$ cat src/rtl/ste_pkg.sv
// Package with shared types and constants for the surface temperature Euler step.
package ste_pkg;

  localparam int unsigned TempW   = 18;
  localparam int unsigned FracW   = 16;
  localparam int unsigned CapW    = 24;
  localparam int unsigned DtW     = 16;
  localparam int unsigned DivBits = 20;
  localparam int unsigned QueueDepthDefault = 2;

  localparam logic [TempW-1:0] OneKelvin = 18'd64;
  localparam logic [TempW-1:0] TempMax   = 18'd262143;
  localparam logic [DtW-1:0]   DtMax     = 16'd40960;
  localparam logic [31:0]      SigmaQ56  = 32'd4085935379;
  localparam logic [DivBits-1:0] QuoMax  = 20'd524286;

  localparam logic [1:0] RegTimeStep = 2'd0;
  localparam logic [1:0] RegAirTemp  = 2'd1;
  localparam logic [1:0] RegSkyTemp  = 2'd2;
  localparam logic [1:0] RegSolarIrr = 2'd3;

  typedef struct packed {
    logic [TempW-1:0] temp;
    logic [FracW-1:0] absorb;
    logic [FracW-1:0] expo;
    logic [FracW-1:0] conv_coef;
    logic [FracW-1:0] emis;
    logic [CapW-1:0]  cap;
  } item_t;

  typedef struct packed {
    logic [DtW-1:0]   dt;
    logic [TempW-1:0] air;
    logic [TempW-1:0] sky;
    logic [FracW-1:0] irr;
  } cfg_t;

endpackage

$ cat src/rtl/ste_fifo.sv
// Short queue of element items between the front and back parts.
module ste_fifo import ste_pkg::*; #(
  parameter int unsigned Depth = QueueDepthDefault
) (
  input  logic  clk_i,
  input  logic  rst_ni,
  input  logic  push_valid_i,
  output logic  push_ready_o,
  input  item_t push_item_i,
  output logic  pop_valid_o,
  input  logic  pop_ready_i,
  output item_t pop_item_o
);

  localparam int unsigned PtrW = (Depth > 1) ? $clog2(Depth) : 1;
  localparam int unsigned CntW = $clog2(Depth + 1);
  localparam logic [PtrW-1:0] PtrLast = PtrW'(Depth - 1);
  localparam logic [CntW-1:0] CntFull = CntW'(Depth);

  item_t           mem_q [Depth];
  logic [PtrW-1:0] wr_q, wr_d, rd_q, rd_d;
  logic [CntW-1:0] cnt_q, cnt_d;
  logic            push, pop;

  assign push_ready_o = (cnt_q != CntFull);
  assign pop_valid_o  = (cnt_q != '0);
  assign push         = push_valid_i && push_ready_o;
  assign pop          = pop_valid_o && pop_ready_i;
  assign pop_item_o   = mem_q[rd_q];

  always_comb begin
    wr_d  = wr_q;
    rd_d  = rd_q;
    cnt_d = cnt_q;
    if (push) begin
      wr_d = (wr_q == PtrLast) ? '0 : wr_q + PtrW'(1);
    end
    if (pop) begin
      rd_d = (rd_q == PtrLast) ? '0 : rd_q + PtrW'(1);
    end
    if (push && !pop) begin
      cnt_d = cnt_q + CntW'(1);
    end else if (pop && !push) begin
      cnt_d = cnt_q - CntW'(1);
    end
  end

  always_ff @(posedge clk_i or negedge rst_ni) begin
    if (!rst_ni) begin
      wr_q  <= '0;
      rd_q  <= '0;
      cnt_q <= '0;
    end else begin
      wr_q  <= wr_d;
      rd_q  <= rd_d;
      cnt_q <= cnt_d;
    end
  end

  always_ff @(posedge clk_i) begin
    if (push) begin
      mem_q[wr_q] <= push_item_i;
    end
  end

endmodule

$ cat config.mk
export PLATFORM = sky130hd
export DESIGN_NAME = ste_fifo
export DESIGN_NICKNAME = d
export VERILOG_FILES = /design/src/rtl/ste_pkg.sv /design/src/rtl/ste_fifo.sv
export SDC_FILE = /design/constraint.sdc
export NUM_CORES = 1
export LEC_CHECK = 0
export BUFFER_PORTS_ARGS = -buffer_cell sky130_fd_sc_hd__buf_4
export CAP_MARGIN = 5
export CELL_PAD_IN_SITES_DETAIL_PLACEMENT = 1
export CELL_PAD_IN_SITES_GLOBAL_PLACEMENT = 1
export CORE_ASPECT_RATIO = 1.2
export CORE_MARGIN = 8
export CORE_UTILIZATION = 46
export CTS_BUF_LIST = sky130_fd_sc_hd__clkbuf_2 sky130_fd_sc_hd__clkbuf_4 sky130_fd_sc_hd__clkbuf_8
export CTS_CLUSTER_SIZE = 28
export DETAILED_ROUTE_END_ITERATION = 8
export GPL_ROUTABILITY_DRIVEN = 0
export GPL_TIMING_DRIVEN = 1
export PLACE_DENSITY_LB_ADDON = 0.1
export SLEW_MARGIN = 20
export SYNTH_ARGS = -nofsm -noshare
export SYNTH_HDL_FRONTEND = slang
export SYNTH_SLANG_ARGS = --single-unit
$ cat constraint.sdc
create_clock -name clk_i -period 7.6 [get_ports clk_i]
set_clock_uncertainty 0.05 [all_clocks]
set_input_delay 1.52 -clock clk_i [delete_from_list [all_inputs] [get_ports clk_i]]
set_output_delay 1.52 -clock clk_i [all_outputs]
set_load 0.1 [all_outputs]
==> After elaboration in Yosys (flattened, before gate mapping) <==
Memories as Yosys holds them, arrays and structs flattened.
Cells that the tools add are included.
{ "classes": {"n_addsub": 4, "multipliers": 0, "div_mod_pow": 0, "order_cmp": 0, "n_eq_ne": 1, "shifts": 0, "mux": 6, "bitwise_logic": 0, "reduce_logical": 8} }
{ "op_table": {"columns": ["op", "n"], "rows": [
  ["1-bit logical AND", 4],
  ["1-bit two-way mux", 4],
  ["2-bit two-way mux", 2],
  ["2-bit nonzero test", 2],
  ["1-bit adder (second input constant)", 2],
  ["2-bit by 1-bit adder with 2-bit output (second input constant)", 1],
  ["1-bit logical NOT", 2],
  ["2-bit != test (second input constant)", 1],
  ["2-bit by 1-bit subtractor with 2-bit output (second input constant)", 1]
]} }
{ "word_totals": {"regBits": 4, "latch_bits": 0, "ramBits": 212, "mem_bits_ro": 0, "inputBits": 110, "n_memories": 1} }
{ "mem_list": {"columns": ["name", "depth", "width", "rd", "rd_clocked_by_memory_dff", "wr", "line", "rtl"], "rows": [
  ["mem_q", 2, 106, 1, 0, 1, "ste_fifo.sv:20", "item_t mem_q [Depth];"]
]} }

==> Logic depth before layout (Yosys ltp) <==
{ "logic_depth": {"depth_word": 6, "ltp_mapped": 7, "ltp_nobuf": 7} }

==> Worst setup path after synthesis <==
Ideal clock, no wire load.
{ "synth_timing": {"kind": "input port to flip-flop", "from": "input push_valid_i", "to": "memory mem_q[0][0] (netlist bit), enable pin", "setup_ns": 0.572, "arrival_time_ns": 6.074, "t_required_ns": 6.978, "slack_ns": 0.904, "stages": 2, "cell_sequence": "nand2_1 > nor2_1"} }
{ "synth_between": {"elab_chain_cells": 3} }
{ "synth_rtl": {"columns": ["item", "line", "rtl"], "rows": [
  ["start: declaration", "ste_fifo.sv:7", "input logic push_valid_i,"],
  ["1-bit logical AND", "ste_fifo.sv:27", "assign push = push_valid_i && push_ready_o;"],
  ["1-bit two-way mux", "ste_fifo.sv:61", "if (push) begin"],
  ["1-bit two-way mux (implied by the code)", "ste_fifo.sv:62", "mem_q[wr_q] <= push_item_i;"],
  ["end: declaration", "ste_fifo.sv:20", null]
]} }
No other way between the ends.

==> results.sh <==
export IMPL_clk_latency_ps=490
export IMPL_num_nets_final=706
export IMPL_fmax_ghz=0.223
export IMPL_clk_pin_slew_ps=60
export IMPL_synthDistinctLibCells=15
export IMPL_cts_buffer_depth=3
export IMPL_rsz0062_at_grt="false"
export IMPL_cts_hold_buf=0
export IMPL_post_route_cells_drive_above_1_share_pct=61.8
export IMPL_die_w_um=136
export IMPL_antenna_cells=0
export IMPL_die_h_um=160
export IMPL_hp_class="reg -> reg"
export IMPL_via_per_inst=4.89
export IMPL_cts_setup_buffers=0
export IMPL_reg2reg_to="mem_q[0][9]$_DFFE_PP_"
export IMPL_max_stage_delay_ps=870
export IMPL_setup_viol=0
export IMPL_synthesis_area_um2=7960
export IMPL_io_pins=218
export IMPL_crit_buf_inv=2
export IMPL_initial_core_util_pct=47.0
export IMPL_port_buffer_count=217
export IMPL_cts_sink_count=216
export IMPL_start_kind="flop"
export IMPL_fillers=1500
export IMPL_cts_buffers=36
export IMPL_syn_to_final_growth_pct=31.8
export IMPL_setup_tns_ps=0
export IMPL_grt_overflow=0
export IMPL_antenna_found_initial=1
export IMPL_postCtsResizedCells=0
export IMPL_synth_seq_cells=216
export IMPL_grt_pass1_wl_um=26200
export IMPL_rows=52
export IMPL_avgSynthCellArea_um2=22.9
export IMPL_clockRootBuffer="clkbuf_8"
export IMPL_crit_top_cell="buf_4"
export IMPL_cp_slowest_cell="dfrtp_4"
export IMPL_required_ps=6030
export IMPL_tightest_slew_ps=936
export IMPL_arrival_ps=2920
export IMPL_yosys_area_top_type="edfxtp_1"
export IMPL_crit_fanout=60
export IMPL_grt_use_total_pct=15.8
export IMPL_die_area_um2=21800
export IMPL_reg2reg_slack_ps=4610
export IMPL_finalCritPeriodShare_pct=59.1
export IMPL_synth_top_cell_area_share_pct=80.0
export IMPL_detail_route_wl_per_cell_um=20.9
export IMPL_holdPathStages=1
export IMPL_yosysSeqAreaShare_pct=81.3
export IMPL_ys_warn_count=0
export IMPL_worst_setup_path_type="reg -> out"
export IMPL_core_area_um2=16900
export IMPL_rr_startpoint="cnt_q[0]$_DFFE_PN0P_"
export IMPL_routed_wl_um=17500
export IMPL_fin_crit_ps=4490
export IMPL_min_to="cnt_q[1]$_DFFE_PN0P_"
export IMPL_r2r_cells=5
export IMPL_ys_top_cells_by_area="edfxtp_1, mux2_2, mux2_4"
export IMPL_grt_start_max_net_pins=61
export IMPL_crit_family="buffers and inverters"
export IMPL_htreeDepth=2
export IMPL_drt_initial_drc_count=225
export IMPL_timing_slew_headroom_pct=37.6
export IMPL_cts_tree="done"
export IMPL_hold_viol=0
export IMPL_syn_inst=348
export IMPL_crit_chain="buf_4 > mux2_2 > buf_4"
export IMPL_dp_hpwl_um=12000
export IMPL_synth_nets=459
export IMPL_num_vias=4085
export IMPL_cap_violations=0
export IMPL_report_final_slew_viol_count=0
export IMPL_grt_pass1_vias=4674
export IMPL_drt_first_pass_iters=4
export IMPL_route_detailed_drc=0
export IMPL_hold_start="cnt_q[1]$_DFFE_PN0P_"
export IMPL_critPathCaptureType="output port"
export IMPL_drtAntennaViolNets=0
export IMPL_status="finished clean"
[cell usage after synthesis (all sizes together)]
cell type and number:
edfxtp 212, and3 1, or2 1, buf 12
nor2 2, ha 1, inv 1, nand2b 1
nand2 2, dfrtp 4, mux2 106, xnor2 3
xor2 2
[how the worst max path moves through the flow]
stage | start | slack (ps) | to | cells past startpoint
2_1_floorplan | push_valid_i | 900 | mem_q[0][0]$_DFFE_PP_ | 2
3_3_place_gp | rd_q$_DFFE_PN0P_ | 3600 | pop_item_o[45] | 3
3_5_place_dp | rd_q$_DFFE_PN0P_ | 3570 | pop_item_o[45] | 3
4_1_cts | rd_q$_DFFE_PN0P_ | 3000 | pop_item_o[45] | 3
5_1_grt | rd_q$_DFFE_PN0P_ | 2910 | pop_item_o[11] | 3
6_report | rd_q$_DFFE_PN0P_ | 3110 | pop_item_o[5] | 3
[kinds of logic after synthesis]
logic type    after synthesis  share of synthesized area [%]
flops                     216                           81.3
mux                       106                           16.4
buf+inv                    13                           1.19
simple gates                7                          0.425
xor+xnor                    5                          0.550
fa+ha+maj                   1                          0.157
[cell usage in the layout (no fill, tap or decap), types with 2 or more instances in the layout]
cell / n
clkbuf_4: 10
buf_4: 221
xnor2_1: 3
dfrtp_1: 3
mux2_4: 30
edfxtp_1: 212
mux2_2: 76
clkinv_2: 4
clkinv_1: 11
clkbuf_8: 37
xor2_1: 2
nand2_1: 2
[per-stage QoR]
stage          utilization (%)  setup slack [ps]  hold slack [ps]  instance area (µm²)  cells
2_1_floorplan                -               904              406                 7960    348
3_3_place_gp              58.0              3600              425                 9810    773
3_5_place_dp              58.0              3570              437                 9810    773
4_1_cts                   62.0              3000              451                10500    836
5_1_grt                   62.0              2910              491                10500    836
6_report                  62.0              3110              448                10500    836
[sequential cells by signal (all words and copies together) (netlist names)]
register and cells:
rd_q 1, mem_q 212, wr_q 1, cnt_q 2
[worst register-to-register path: stages (launching register included)]
cell	delay (ps)
dfrtp_1	400
nand2b_1	200
nand2_1	150
nor2_4	530
buf_4	580
buf_4	660
[area by class of cell]
type	instances	area, µm²	share of cell area [%]
multi-input cells	119	1410	13.4
repair buffers	221	1660	15.8
inverters	1	3.75	0.0358
flip-flops and latches	216	6470	61.7
clock buffers	47	584	5.57
well taps	216	270	2.58
clock inverters	16	91.3	0.871
[layer usage]
layer | vias up | GRT usage [%] | wire length, µm | part of all wire, %
met5 | - | 0 | 10 | 0.057
met4 | 2 | 6.10 | 448 | 2.6
met3 | 34 | 5.96 | 1540 | 8.8
met2 | 166 | 27.4 | 9140 | 52
met1 | 2006 | 16.8 | 6330 | 36
li1 | 1877 | - | - | -
Power is left out: the tool's default activity adds up to more than one toggle a clock period on the data nets, which glitch-free logic cannot reach.
