### src/rtl/ste_pkg.sv
// Package with shared types and constants for the surface temperature Euler step.
package ste_pkg;

  localparam int unsigned TempW   = 18;
  localparam int unsigned FracW   = 16;
  localparam int unsigned CapW    = 24;
  localparam int unsigned DtW     = 16;
  localparam int unsigned DivBits = 20;
  localparam int unsigned QueueDepthDefault = 2;

  localparam logic [TempW-1:0] OneKelvin = 18'd64;
  localparam logic [TempW-1:0] TempMax   = 18'd262143;
  localparam logic [DtW-1:0]   DtMax     = 16'd40960;
  localparam logic [31:0]      SigmaQ56  = 32'd4085935379;
  localparam logic [DivBits-1:0] QuoMax  = 20'd524286;

  localparam logic [1:0] RegTimeStep = 2'd0;
  localparam logic [1:0] RegAirTemp  = 2'd1;
  localparam logic [1:0] RegSkyTemp  = 2'd2;
  localparam logic [1:0] RegSolarIrr = 2'd3;

  typedef struct packed {
    logic [TempW-1:0] temp;
    logic [FracW-1:0] absorb;
    logic [FracW-1:0] expo;
    logic [FracW-1:0] conv_coef;
    logic [FracW-1:0] emis;
    logic [CapW-1:0]  cap;
  } item_t;

  typedef struct packed {
    logic [DtW-1:0]   dt;
    logic [TempW-1:0] air;
    logic [TempW-1:0] sky;
    logic [FracW-1:0] irr;
  } cfg_t;

endpackage

### src/rtl/ste_front.sv
// Input stage that registers an element beat and applies the input clamps.
module ste_front import ste_pkg::*; (
  input  logic             clk_i,
  input  logic             rst_ni,
  input  logic             in_valid_i,
  output logic             in_ready_o,
  input  logic [TempW-1:0] temperature_i,
  input  logic [FracW-1:0] solar_absorptivity_i,
  input  logic [FracW-1:0] sun_exposure_i,
  input  logic [FracW-1:0] convection_coefficient_i,
  input  logic [FracW-1:0] emissivity_i,
  input  logic [CapW-1:0]  heat_capacity_i,
  output logic             item_valid_o,
  input  logic             item_ready_i,
  output item_t            item_o
);

  logic  valid_q, valid_d;
  item_t item_q, item_d;
  logic  load;

  assign in_ready_o = !valid_q || item_ready_i;
  assign load       = in_valid_i && in_ready_o;

  always_comb begin
    item_d           = item_q;
    valid_d          = valid_q;
    if (item_ready_i) begin
      valid_d = 1'b0;
    end
    if (load) begin
      valid_d          = 1'b1;
      item_d.temp      = (temperature_i < OneKelvin) ? OneKelvin : temperature_i;
      item_d.absorb    = solar_absorptivity_i;
      item_d.expo      = sun_exposure_i;
      item_d.conv_coef = convection_coefficient_i;
      item_d.emis      = emissivity_i;
      item_d.cap       = (heat_capacity_i == '0) ? CapW'(1) : heat_capacity_i;
    end
  end

  always_ff @(posedge clk_i or negedge rst_ni) begin
    if (!rst_ni) begin
      valid_q <= 1'b0;
    end else begin
      valid_q <= valid_d;
    end
  end

  always_ff @(posedge clk_i) begin
    item_q <= item_d;
  end

  assign item_valid_o = valid_q;
  assign item_o       = item_q;

endmodule

### config.mk
export PLATFORM = sky130hd
export DESIGN_NAME = ste_front
export DESIGN_NICKNAME = d
export VERILOG_FILES = /design/src/rtl/ste_pkg.sv /design/src/rtl/ste_front.sv
export SDC_FILE = /design/constraint.sdc
export NUM_CORES = 1
export LEC_CHECK = 0
export ABC_AREA = 1
export BUFFER_PORTS_ARGS = -buffer_cell sky130_fd_sc_hd__buf_4
export CAP_MARGIN = 25
export CORE_MARGIN = 8
export CORE_UTILIZATION = 38
export DETAILED_ROUTE_END_ITERATION = 10
export GPL_ROUTABILITY_DRIVEN = 0
export GPL_TIMING_DRIVEN = 0
export PLACE_DENSITY = 0.83
export SLEW_MARGIN = 25
export SYNTH_ARGS = -nofsm -noshare
export SYNTH_HDL_FRONTEND = slang
export SYNTH_SLANG_ARGS = --single-unit
### constraint.sdc
create_clock -name clk_i -period 6.3 [get_ports clk_i]
set_clock_uncertainty 0.2 [all_clocks]
set_input_delay 0.945 -clock clk_i [delete_from_list [all_inputs] [get_ports clk_i]]
set_output_delay 0.945 -clock clk_i [all_outputs]
set_load 0.01 [all_outputs]
* Word level (Yosys, flattened, before mapping) *
Index checks and enable logic that the tools add are counted.

cells by class
  add/subtract/negate cells = 0
  multiply operators = 0
  div/mod/pow operators = 0
  $lt $le $gt $ge = 1
  equal/unequal tests = 0
  shift-type cells = 0
  muxes and demuxes = 2
  bitwise logic cells = 0
  reductions and logical operators = 5

operators by type and width
  operator                                                                       count
  24-bit logical NOT                                                             1
  18-bit by 7-bit less-than comparator with 1-bit output, second input constant  1
  1-bit two-way mux                                                              2
  2-bit nonzero test                                                             1
  1-bit logical AND                                                              1
  1-bit logical NOT                                                              1
  1-bit logical OR                                                               1

storage, ports and cells
  bits in registers = 107
  bits in latches = 0
  RAM bits = 0
  ROM bits = 0
  input bits = 110
  output and inout bits = 108
  logic and storage cells = 15
  memories kept = 0

* Depth between registers and ports, before layout *
Gate-level depths: netlist (run 1).

  depth in word-level cells = 4
  gate-level depth with buffers = 6
  depth with buffers taken out = 6

* Least setup slack after synthesis (run 1) *
No wires, ideal clock.

  path type = input-to-reg
  start = input in_valid_i
  end = register item_q, in the netlist item_o[0], enable pin
  data arrival time = 6.099 ns
  data required time = 5.494 ns
  slack = -0.605 ns
  stages on the path = 2
  buffers on the path = 0
  path through = inv_1 -> a21oi_1

on the way
  cells in the longest elaborated chain, start to end = 1

ends and longest elaborated chain
  element                 line             RTL
  start: declaration      ste_front.sv:5   input logic in_valid_i,
  1-bit logical AND       ste_front.sv:23  assign load = in_valid_i && in_ready_o;
  named net load          ste_front.sv:20  logic load;
  end signal: assignment  ste_front.sv:51  item_q <= item_d;
  end: declaration        ste_front.sv:19  item_t item_q, item_d;

The timed path passes the listed nets, and every way through them passes these cells.
A chain may end at the register's enable or synchronous reset.

* Worst setup path after layout (run 1) *
  start = input item_ready_i
  end = output in_ready_o

on the way
  cells in the longest elaborated chain, start to end = 1

ends and longest elaborated chain
  element             line             RTL
  start: declaration  ste_front.sv:14  input logic item_ready_i,
  1-bit logical OR    ste_front.sv:22  assign in_ready_o = !valid_q || item_ready_i;
  end: declaration    ste_front.sv:6   output logic in_ready_o,

Every way passes these cells.

==> results.tsv, run 1 <==
metric	value	unit
Clk network pwr share	27.9	%
first-pass GRT wire length	14.5	mm
pin count of the biggest net entering global routing	27	
mean area per synthesized cell	18.0	µm²
DRT iter0 DRCs	104	
WP data arrival	1.38	ns
Net Sw Power	331	µW
initial antenna violation count	0	
Ant. Diodes	0	
count of different cell masters after synthesis	12	
post-synthesis sequential area ratio	89.9	%
layout filler cell count	724	
area of the mapped netlist	3570	µm²
clk buf depth	2	
Placeable Area	9200	µm²
hpwl dp	8.22	mm
setup repair after global routing missed its margin	no	
setup TNS	0	ns
Syn. warnings	0	
ANT nets after route	0	
Root Driver	clkbuf_8	
row cnt	35	
IO Count	218	
gr usage total	15.0	%
P per Cell Area	250	nW/µm²
Yosys top cell by area	edfxtp_1	
WL per Instance	18.4	µm
Fmax achieved	396	MHz
area of the multi-input gates	195	µm²
number of enable flip-flop cells after synthesis	106	
number of synthesized register bits	107	
Die X	113	µm
TritonCTS Buffers	9	
Max FO, Critical Path	2	
layout cells sized above 1	55.2	%
H-tree level count	3	
final slew viol count	0	
GRT overflow	0	
Async S/R FF share, synth	0.935	%
routed via count	2398	
drt total wl	10.0	mm
Max Cap Violations	0	
clock-pin slew on the worst setup and hold paths	0.10	ns
Hold WC Path Type	in2async	
outcome	finished, final reports clean	
Comb pwr share	12.7	%
most frequent cell after synthesis	edfxtp_1	
Crit. End Element	output port	
dominant cells by area after synthesis	edfxtp_1 (89%), clkbuf_1 (3.6%), nor2_1 (2.7%)	
Setup-failing EPs final	0	
Pint	1.08	mW
CTS Sinks	107	
postcts setup bufs	0	
DRC	0	
fin util	61.5	%
sw frac	23.4	%
nets	541	
synth cell count leaders	edfxtp_1 (106), clkbuf_1 (34), nor2_1 (26), inv_1 (13), nand2_1 (12)	
post-cts repair resize count	0	
hold_buf cts	0	
DR vias/cell	4.39	
top_reg_cell synth	edfxtp_1	
Yosys top cell area share	89.2	%
Starting Density	38.8	%
vias in the first global route	2581	
Die Y	113	µm
Slew headroom	65.1	%
Sequential Power Share	59.4	%
peak supply drop	0.146	mV
synthesized net count	308	
Startpoint Class	primary input	
Leakage	2.39	nW
Skew-Pair Late Insertion Delay	0.34	ns
Tcrit/Tclk final	40.1	%
final hold viol count	0	
Reg area	3210	µm²
input/output buffers	217	
Detailed Routing Iterations Pass 1	4	
Worst Setup Path Type	in2out	
Die ar.	12700	µm²
Tmin final	2.52	ns
CTS tree	built	
Critical Path RT	5.15	ns
actual slew at the worst max-slew pin	0.522	ns
Layout area overhead	58.4	%
Mapped Cells	198	
-- power groups by stage --
stage | clock network, mW | registers [mW] | logic [mW]
4_1_cts | 0.406 | 0.841 | 0.183
6_report | 0.395 | 0.840 | 0.180
5_1_grt | 0.428 | 0.843 | 0.193
3_3_place_gp | 0 | 0.860 | 0.164
2_1_floorplan | 0 | 0.880 | 0.0258
3_5_place_dp | 0 | 0.857 | 0.183
-- cell usage in the layout, fill, tap and decap left out, types with 2 or more instances in the layout --
master and count:
buf_16 4, buf_4 217, clkbuf_1 34, clkbuf_8 9, edfxtp_1 106, inv_1 13, inv_6 2, inv_8 2
nand2_1 12, nor2_1 26
-- stage by stage --
| stage | cells | worst slack, ns | hold slack, ns | total power, mW | instance area [µm²] |
|---|---|---|---|---|---|
| after global routing | 546 | 3.77 | 0.119 | 1.46 | 5650 |
| final | 546 | 3.78 | 0.153 | 1.41 | 5650 |
| after global placement | 526 | 0.521 | 0.324 | 1.02 | 5340 |
| after floorplan | 198 | 1.57 | 0.431 | 0.906 | 3570 |
| after detailed placement | 531 | 3.64 | 0.392 | 1.04 | 5470 |
| after CTS | 546 | 3.78 | 0.127 | 1.43 | 5650 |
-- worst max-delay path: stages --
cell and delay, ns:
buf_4 0.11, inv_1 0.09, nand2_1 0.08, buf_4 0.15
-- registers in the layout, indices dropped and copies added (netlist names) --
register / count
item_valid_o: 1
item_o: 106
-- worst paths after layout --
path	slack, ns	depth (start not counted)	start	endpoint
min in group clk_i	0.43	2	item_valid_o	item_valid_o
min	0.15	1	rst_ni	item_valid_o
max reg2reg	4.27	4	item_valid_o	item_o[31]
min reg2reg	0.43	2	item_valid_o	item_valid_o
max	3.78	4	item_ready_i	in_ready_o
max in group asynchronous	5.67	1	rst_ni	item_valid_o
-- final cells by class --
type	instances	share of cell area, %
plain buffers	34	2.26
clock buffers	9	2.19
clock inverters	6	0.996
inverters	13	0.863
multi-input cells	44	3.45
flip-flops and latches	107	56.8
well taps	111	2.46
repair buffers	222	31.0
-- cells by family (layout without fill, tap and decap cells) --
| family | count (synthesis) | in the layout | share of synthesized area (%) |
|---|---|---|---|
| buf+inv | 47 | 284 | 4.94 |
| compound gates | 2 | 2 | 0.351 |
| flops | 107 | 107 | 89.9 |
| simple gates | 42 | 42 | 4.80 |
-- layer usage --
metal	vias to the layer above	part of all wire [%]	routed length (µm)	GRT usage (%)
li1	1130	-	-	-
met2	142	54	5410	28.3
met5	-	0	0	0
met3	8	11	1090	6.55
met1	1118	34	3450	14.4
met4	0	0.80	80	4.17
Note: power is estimated with default switching activity, not from simulation.
==> run 2, diff against run 1 <==
Settings changed: ABC_AREA 1 to 0.
Clock period 6.3 ns to 2.1 ns, I/O delays scaled along.
==> run 2 against run 1 <==
Against the previous run: via count grew 6.8%; highest routed layer unchanged; critical path type is now in2reg; sequential share of layout area down 5.3 points; power rose to 3.0 times the previous value; die area down 1.5%; cell count rose by 6.8%; setup slack got worse by 3.5 ns; largest cell class unchanged.
==> results.tsv, run 2 <==
metric	value	unit	change
outcome	finished, final reports clean		unchanged
post-cts repair resize count	0		unchanged
Tmin final	1.87	ns	
area of the mapped netlist	3510	µm²	was 3570 µm²
TritonCTS Buffers	9		unchanged
Setup-failing EPs final	0		unchanged
vias in the first global route	2923		was 2581
routed via count	2560		was 2398
Die ar.	12600	µm²	was 12700 µm²
simple-gate area share of the yosys netlist	4.50	%	was 4.80%
Placeable Area	9110	µm²	was 9200 µm²
Starting Density	38.5	%	was 38.8%
Pint	3.30	mW	was 1.08 mW
Post-Synth Adder-Cell Area	0	%	unchanged
final hold viol count	0		unchanged
WL per Instance	19.7	µm	was 18.4 µm
P per Cell Area	691	nW/µm²	was 250 nW/µm²
Die X	112	µm	was 113 µm
reg-to-reg slack, setup	0.30	ns	was 4.27 ns
Tcrit/Tclk final	88.9	%	
area post-placement	5320	µm²	was 5470 µm²
DR vias/cell	4.39		about the same
post-route cell area	6230	µm²	was 5650 µm²
row cnt	35		unchanged
Synth Area in XOR/XNOR	0	%	unchanged
Max Cap Violations	0		unchanged
Async S/R FF share, synth	0.935	%	unchanged
Comb pwr share	14.7	%	was 12.7%
total power	4.31	mW	was 1.41 mW
Max FO, Critical Path	37		was 2
Yosys top cell area share	90.8	%	was 89.2%
DRC	0		unchanged
input/output buffers	217		unchanged
drt total wl	11.5	mm	was 10.0 mm
largest family of logic cells by synthesized area	simple AND/OR/NAND/NOR gates		was buffers and inverters
synthesized net count	274		was 308
setup TNS	0	ns	unchanged
Root Driver	clkbuf_8		unchanged
IO Count	218		unchanged
clk buf depth	2		unchanged
Ant. Diodes	0		unchanged
Startpoint Class	primary input		unchanged
most common cell after layout, fill and taps aside	buf_4		unchanged
CTS tree	built		unchanged
Fmax achieved	535	MHz	
WP data arrival	1.72	ns	was 1.38 ns
Leakage	2.55	nW	was 2.39 nW
gr usage total	18.1	%	was 15.0%
mean area per synthesized cell	21.4	µm²	was 18.0 µm²
DRT iter0 DRCs	121		was 104
Layout area overhead	77.7	%	was 58.4%
most frequent cell after synthesis	edfxtp_1		unchanged
layout filler cell count	599		was 724
hpwl dp	7.63	mm	was 8.22 mm
H-tree level count	3		unchanged
number of synthesized register bits	107		unchanged
first-pass GRT wire length	17.4	mm	was 14.5 mm
Die Y	112	µm	was 113 µm
initial antenna violation count	0		unchanged
post-synthesis sequential area ratio	91.5	%	was 89.9%
post-synthesis mux area share	0	%	unchanged
fin cells	583		was 546
Largest register FFs	106		unchanged
dominant cells by area after synthesis	edfxtp_1 (91%), clkbuf_1 (3.5%), and2_1 (1.2%)		was edfxtp_1 (89%), clkbuf_1 (3.6%), nor2_1 (2.7%)
Compound-Gate Fraction of Synth Area	0.214	%	was 0.351%
count of different cell masters after synthesis	12		unchanged
Sequential Power Share	58.6	%	was 59.4%
sw frac	23.3	%	was 23.4%
Critical Path RT	1.95	ns	was 5.15 ns
CTS Sinks	107		unchanged
commonest non-fill, non-tap cells in the layout	buf_4 (217), edfxtp_1 (106), dlygate4sd3_1 (75), clkbuf_1 (33), clkbuf_8 (9)		was buf_4 (217), edfxtp_1 (106), clkbuf_1 (34), nor2_1 (26), inv_1 (13)
Net Sw Power	1.00	mW	was 331 µW
peak supply drop	0.332	mV	was 0.146 mV
ANT nets after route	0		unchanged
nets	578		was 541
cell total after placement	494		was 531
Hold WC Path Type	in2reg		was in2async
final slew viol count	0		unchanged
Slew headroom	66.4	%	was 65.1%
Crit. End Element	register		was output port
Syn. warnings	0		unchanged
synth cell count leaders	edfxtp_1 (106), clkbuf_1 (33), and2_1 (7), nor4_1 (6)		was edfxtp_1 (106), clkbuf_1 (34), nor2_1 (26), inv_1 (13), nand2_1 (12)
number of enable flip-flop cells after synthesis	106		unchanged
GRT overflow	0		unchanged
Yosys top cell by area	edfxtp_1		unchanged
Detailed Routing Iterations Pass 1	4		unchanged
Skew-Pair Late Insertion Delay	0.35	ns	was 0.34 ns
clock-pin slew on the worst setup and hold paths	0.10	ns	about the same
actual slew at the worst max-slew pin	0.503	ns	was 0.522 ns
pin count of the biggest net entering global routing	38		was 27
Worst Setup Path Type	in2reg		was in2out
setup repair after global routing missed its margin	no		unchanged
top_reg_cell synth	edfxtp_1		unchanged
layout cells sized above 1	50.6	%	was 55.2%
Mapped Cells	164		was 198
Clk network pwr share	26.7	%	was 27.9%
-- run 2: changes by cell type in the layout (fill, tap and decap cells not counted), sizes merged --
cell / change
nand2b: +3
nand2: -12
nor4: +9
and2: +6
nor2: -27
a21oi: -1
dlygate4sd3: +75
nand4: +1
clkinvlp: +2
inv: -15
buf: -3
clkbuf: -1
-- run 2: metal layers --
metal  vias to the layer above  track usage (%)  routed length [µm]
li1                       1198                -                   -
met1                      1195             19.3                4250
met2                       158             32.0                5910
met3                         9             8.16                1210
met4                         0             4.95                 110
met5                         -                0                   0
-- run 2: final timing paths --
path,from,endpoint,cells past startpoint
min reg2reg,item_valid_o,item_valid_o,2
min in group asynchronous,rst_ni,item_valid_o,2
max in group asynchronous,rst_ni,item_valid_o,2
min,heat_capacity_i[4],item_o[4],2
max reg2reg,item_valid_o,item_o[11],3
max,in_valid_i,item_o[11],4
-- run 2: power by group through the flow --
stage                     combinational (mW)  sequential (mW)  clock (mW)
after detailed placement               0.510             2.57           0
after floorplan                       0.0704             2.63           0
after global routing                   0.670             2.54        1.26
after global placement                 0.484             2.57           0
final                                  0.631             2.52        1.15
after CTS                              0.623             2.52        1.18
-- run 2: repair_timing --
item	4_1_cts	5_1_grt
setup endpoints to repair	0	0
setup buffers	0	0
hold buffers	71	3
hold endpoints to repair	71	3
-- run 2: cell type report --
class | instances | area [µm²] | share of cell area (%)
Sequential cell | 107 | 3210 | 51.5
Tap cell | 111 | 139 | 2.23
Multi-Input combinational cell | 23 | 168 | 2.69
Timing Repair Buffer | 293 | 2410 | 38.7
Clock buffer | 9 | 124 | 1.99
Clock inverter | 6 | 48.8 | 0.783
Buffer | 34 | 134 | 2.15
-- run 2: worst max-delay path: stages --
cell	delay, ns
dlygate4sd3_1	0.53
buf_4	0.11
and2_4	0.45
buf_12	0.30
-- run 2: cells by family after synthesis --
kind of cell	count (synthesis)
AO/OA/AOI/OAI	1
flip-flops	107
AND/OR/NAND/NOR	22
buffers and inverters	34
-- run 2: metrics by stage --
stage	hold slack (ns)	setup WS [ns]	utilization, %
global placement	-0.109	-0.0824	57.9
global route	0.000332	0.198	68.4
detailed placement	-0.107	0.253	58.4
CTS	0.00000144	0.252	68.1
finish	0.0203	0.233	68.4
floorplan	-0.181	0.0984	-
==> run 3, diff against run 2 <==
Settings changed: PLACE_DENSITY 0.83 to 0.75.
==> run 3 against run 2 <==
Against the previous run: sequential share of layout area is 0.37 points lower; die area unchanged; sequential cell count is the same; critical path type unchanged; via count increased by 0.63%; global-route usage is 1.5 points lower; clock power about the same; non-clock buffer count is 4 higher; fmax decreased by 1.1%; power fell by 0.30%; highest routed layer unchanged; critical path depth is the same; largest power group unchanged; wire length down 9.2%; register-to-register slack got worse by 0.04 ns.
==> results.tsv, run 3 (synthesis gave the netlist of run 2 again) <==
metric	value	unit	change
pin count of the biggest net entering global routing	39		was 38
hold_buf cts	77		was 71
worst min-delay path startpoint	heat_capacity_i[17]		was heat_capacity_i[4]
P per Cell Area	684	nW/µm²	was 691 nW/µm²
commonest non-fill, non-tap cells in the layout	buf_4 (217), edfxtp_1 (106), dlygate4sd3_1 (79), clkbuf_1 (34), clkbuf_8 (9)		was buf_4 (217), edfxtp_1 (106), dlygate4sd3_1 (75), clkbuf_1 (33), clkbuf_8 (9)
Root Driver	clkbuf_8		unchanged
Buf+Inv Stages, Crit Path	3		unchanged
area of the multi-input gates	168	µm²	unchanged
Pint	3.32	mW	was 3.30 mW
Critical Path RT	1.94	ns	was 1.95 ns
DR vias/cell	4.38		was 4.39
Min Hold Slack	0.0224	ns	was 0.0203 ns
H-tree level count	3		unchanged
final hold viol count	0		unchanged
Die Y	112	µm	unchanged
clk buf depth	2		unchanged
input/output buffers	217		unchanged
Comb pwr share	14.6	%	was 14.7%
first-pass GRT wire length	16.0	mm	was 17.4 mm
IO Count	218		unchanged
DRT iter0 DRCs	105		was 121
actual slew at the worst max-slew pin	0.514	ns	was 0.503 ns
WL per Instance	17.7	µm	was 19.7 µm
Layout area overhead	79.0	%	was 77.7%
Die ar.	12600	µm²	unchanged
CP cell instances	dlygate4sd3_1 -> buf_4 -> and2_4 -> buf_12		unchanged
Hold WC Path Type	in2reg		unchanged
FF-to-FF End	item_o[57]		was item_o[11]
layout filler cell count	601		was 599
sw frac	22.7	%	was 23.3%
initial antenna violation count	0		unchanged
row cnt	35		unchanged
most common cell after layout, fill and taps aside	buf_4		unchanged
CP max-delay cell	dlygate4sd3_1		unchanged
routed via count	2576		was 2560
Fmax achieved	530	MHz	was 535 MHz
vias in the first global route	2955		was 2923
layout cells sized above 1	50.1	%	was 50.6%
reg-to-reg slack, setup	0.26	ns	was 0.30 ns
Net Sw Power	975	µW	was 1.00 mW
postcts setup bufs	0		unchanged
Largest register FFs	106		unchanged
Starting Density	38.5	%	unchanged
Skew-Pair Late Insertion Delay	0.34	ns	was 0.35 ns
nets	582		was 578
Sequential Power Share	58.7	%	was 58.6%
Clk network pwr share	26.6	%	was 26.7%
Tcrit/Tclk final	89.9	%	was 88.9%
post-cts repair resize count	0		unchanged
setup repair after global routing missed its margin	no		unchanged
Ant. Diodes	0		unchanged
hold depth	2		unchanged
Placeable Area	9110	µm²	unchanged
CTS tree	built		unchanged
Crit path max-delay family	buffers and inverters		unchanged
reg-to-reg startpoint	item_valid_o		unchanged
Worst Setup Path Type	in2reg		unchanged
Setup-failing EPs final	0		unchanged
DRC	0		unchanged
TritonCTS Buffers	9		unchanged
R2R cell count	3		unchanged
post-route cell area	6280	µm²	was 6230 µm²
Die X	112	µm	unchanged
Reg area	3210	µm²	unchanged
clock-pin slew on the worst setup and hold paths	0.10	ns	about the same
Tmin final	1.89	ns	was 1.87 ns
hpwl dp	7.38	mm	was 7.63 mm
area post-placement	5320	µm²	unchanged
ANT nets after route	0		unchanged
Startpoint Class	primary input		unchanged
CTS Sinks	107		unchanged
Crit. End Element	register		unchanged
GRT overflow	0		unchanged
drt total wl	10.4	mm	was 11.5 mm
Slew headroom	65.7	%	was 66.4%
Max FO, Critical Path	38		was 37
Max Cap Violations	0		unchanged
final slew viol count	0		unchanged
Detailed Routing Iterations Pass 1	4		unchanged
WP data arrival	1.73	ns	was 1.72 ns
max incr delay on CP	0.53	ns	about the same
peak supply drop	0.369	mV	was 0.332 mV
hold endpoint	item_o[17]		was item_o[4]
gr usage total	16.6	%	was 18.1%
Leakage	2.57	nW	was 2.55 nW
outcome	finished, final reports clean		unchanged
==> run 3: cell type report <==
| type | instances | area share [%] |
|---|---|---|
| plain buffers | 34 | 2.13 |
| repair buffers | 297 | 39.0 |
| flip-flops and latches | 107 | 51.1 |
| clock buffers | 10 | 2.03 |
| well taps | 111 | 2.21 |
| multi-input cells | 23 | 2.67 |
| clock inverters | 6 | 0.797 |
==> run 3: worst max-delay path by stage <==
stage / from / to / slack [ns] / cells after the start
floorplan: item_valid_o / item_o[0] / 0.1 / 2
global placement: item_ready_i / item_o[79] / -0.12 / 3
detailed placement: item_ready_i / item_o[68] / 0.21 / 4
CTS: in_valid_i / item_o[52] / 0.22 / 4
global route: item_valid_o / item_o[57] / 0.16 / 3
finish: in_valid_i / item_o[57] / 0.21 / 4
==> run 3: metrics by stage <==
step | utilization, % | instances | power (mW) | worst slack (ns) | TNS (ns)
4_1_cts | 68.8 | 587 | 4.34 | 0.220 | 0
6_report | 68.9 | 588 | 4.29 | 0.212 | 0
2_1_floorplan | - | 164 | 2.70 | 0.0984 | 0
3_3_place_gp | 57.9 | 492 | 3.05 | -0.118 | -11.83
3_5_place_dp | 58.4 | 494 | 3.08 | 0.213 | 0
5_1_grt | 68.9 | 588 | 4.46 | 0.163 | 0
==> run 3: power by group through the flow <==
stage	Clock [mW]	Combinational [mW]	Sequential [mW]
3_3_place_gp	0	0.485	2.57
2_1_floorplan	0	0.0704	2.63
6_report	1.14	0.628	2.52
5_1_grt	1.25	0.672	2.53
4_1_cts	1.20	0.629	2.52
3_5_place_dp	0	0.507	2.57
==> run 3: layer usage <==
layer  track usage, %  vias up  wire length [µm]
met2             29.6      135              5400
met1             17.7     1219              3880
li1                 -     1210                 -
met5                0        -                 0
met3             6.76       12              1010
met4             4.95        0               132
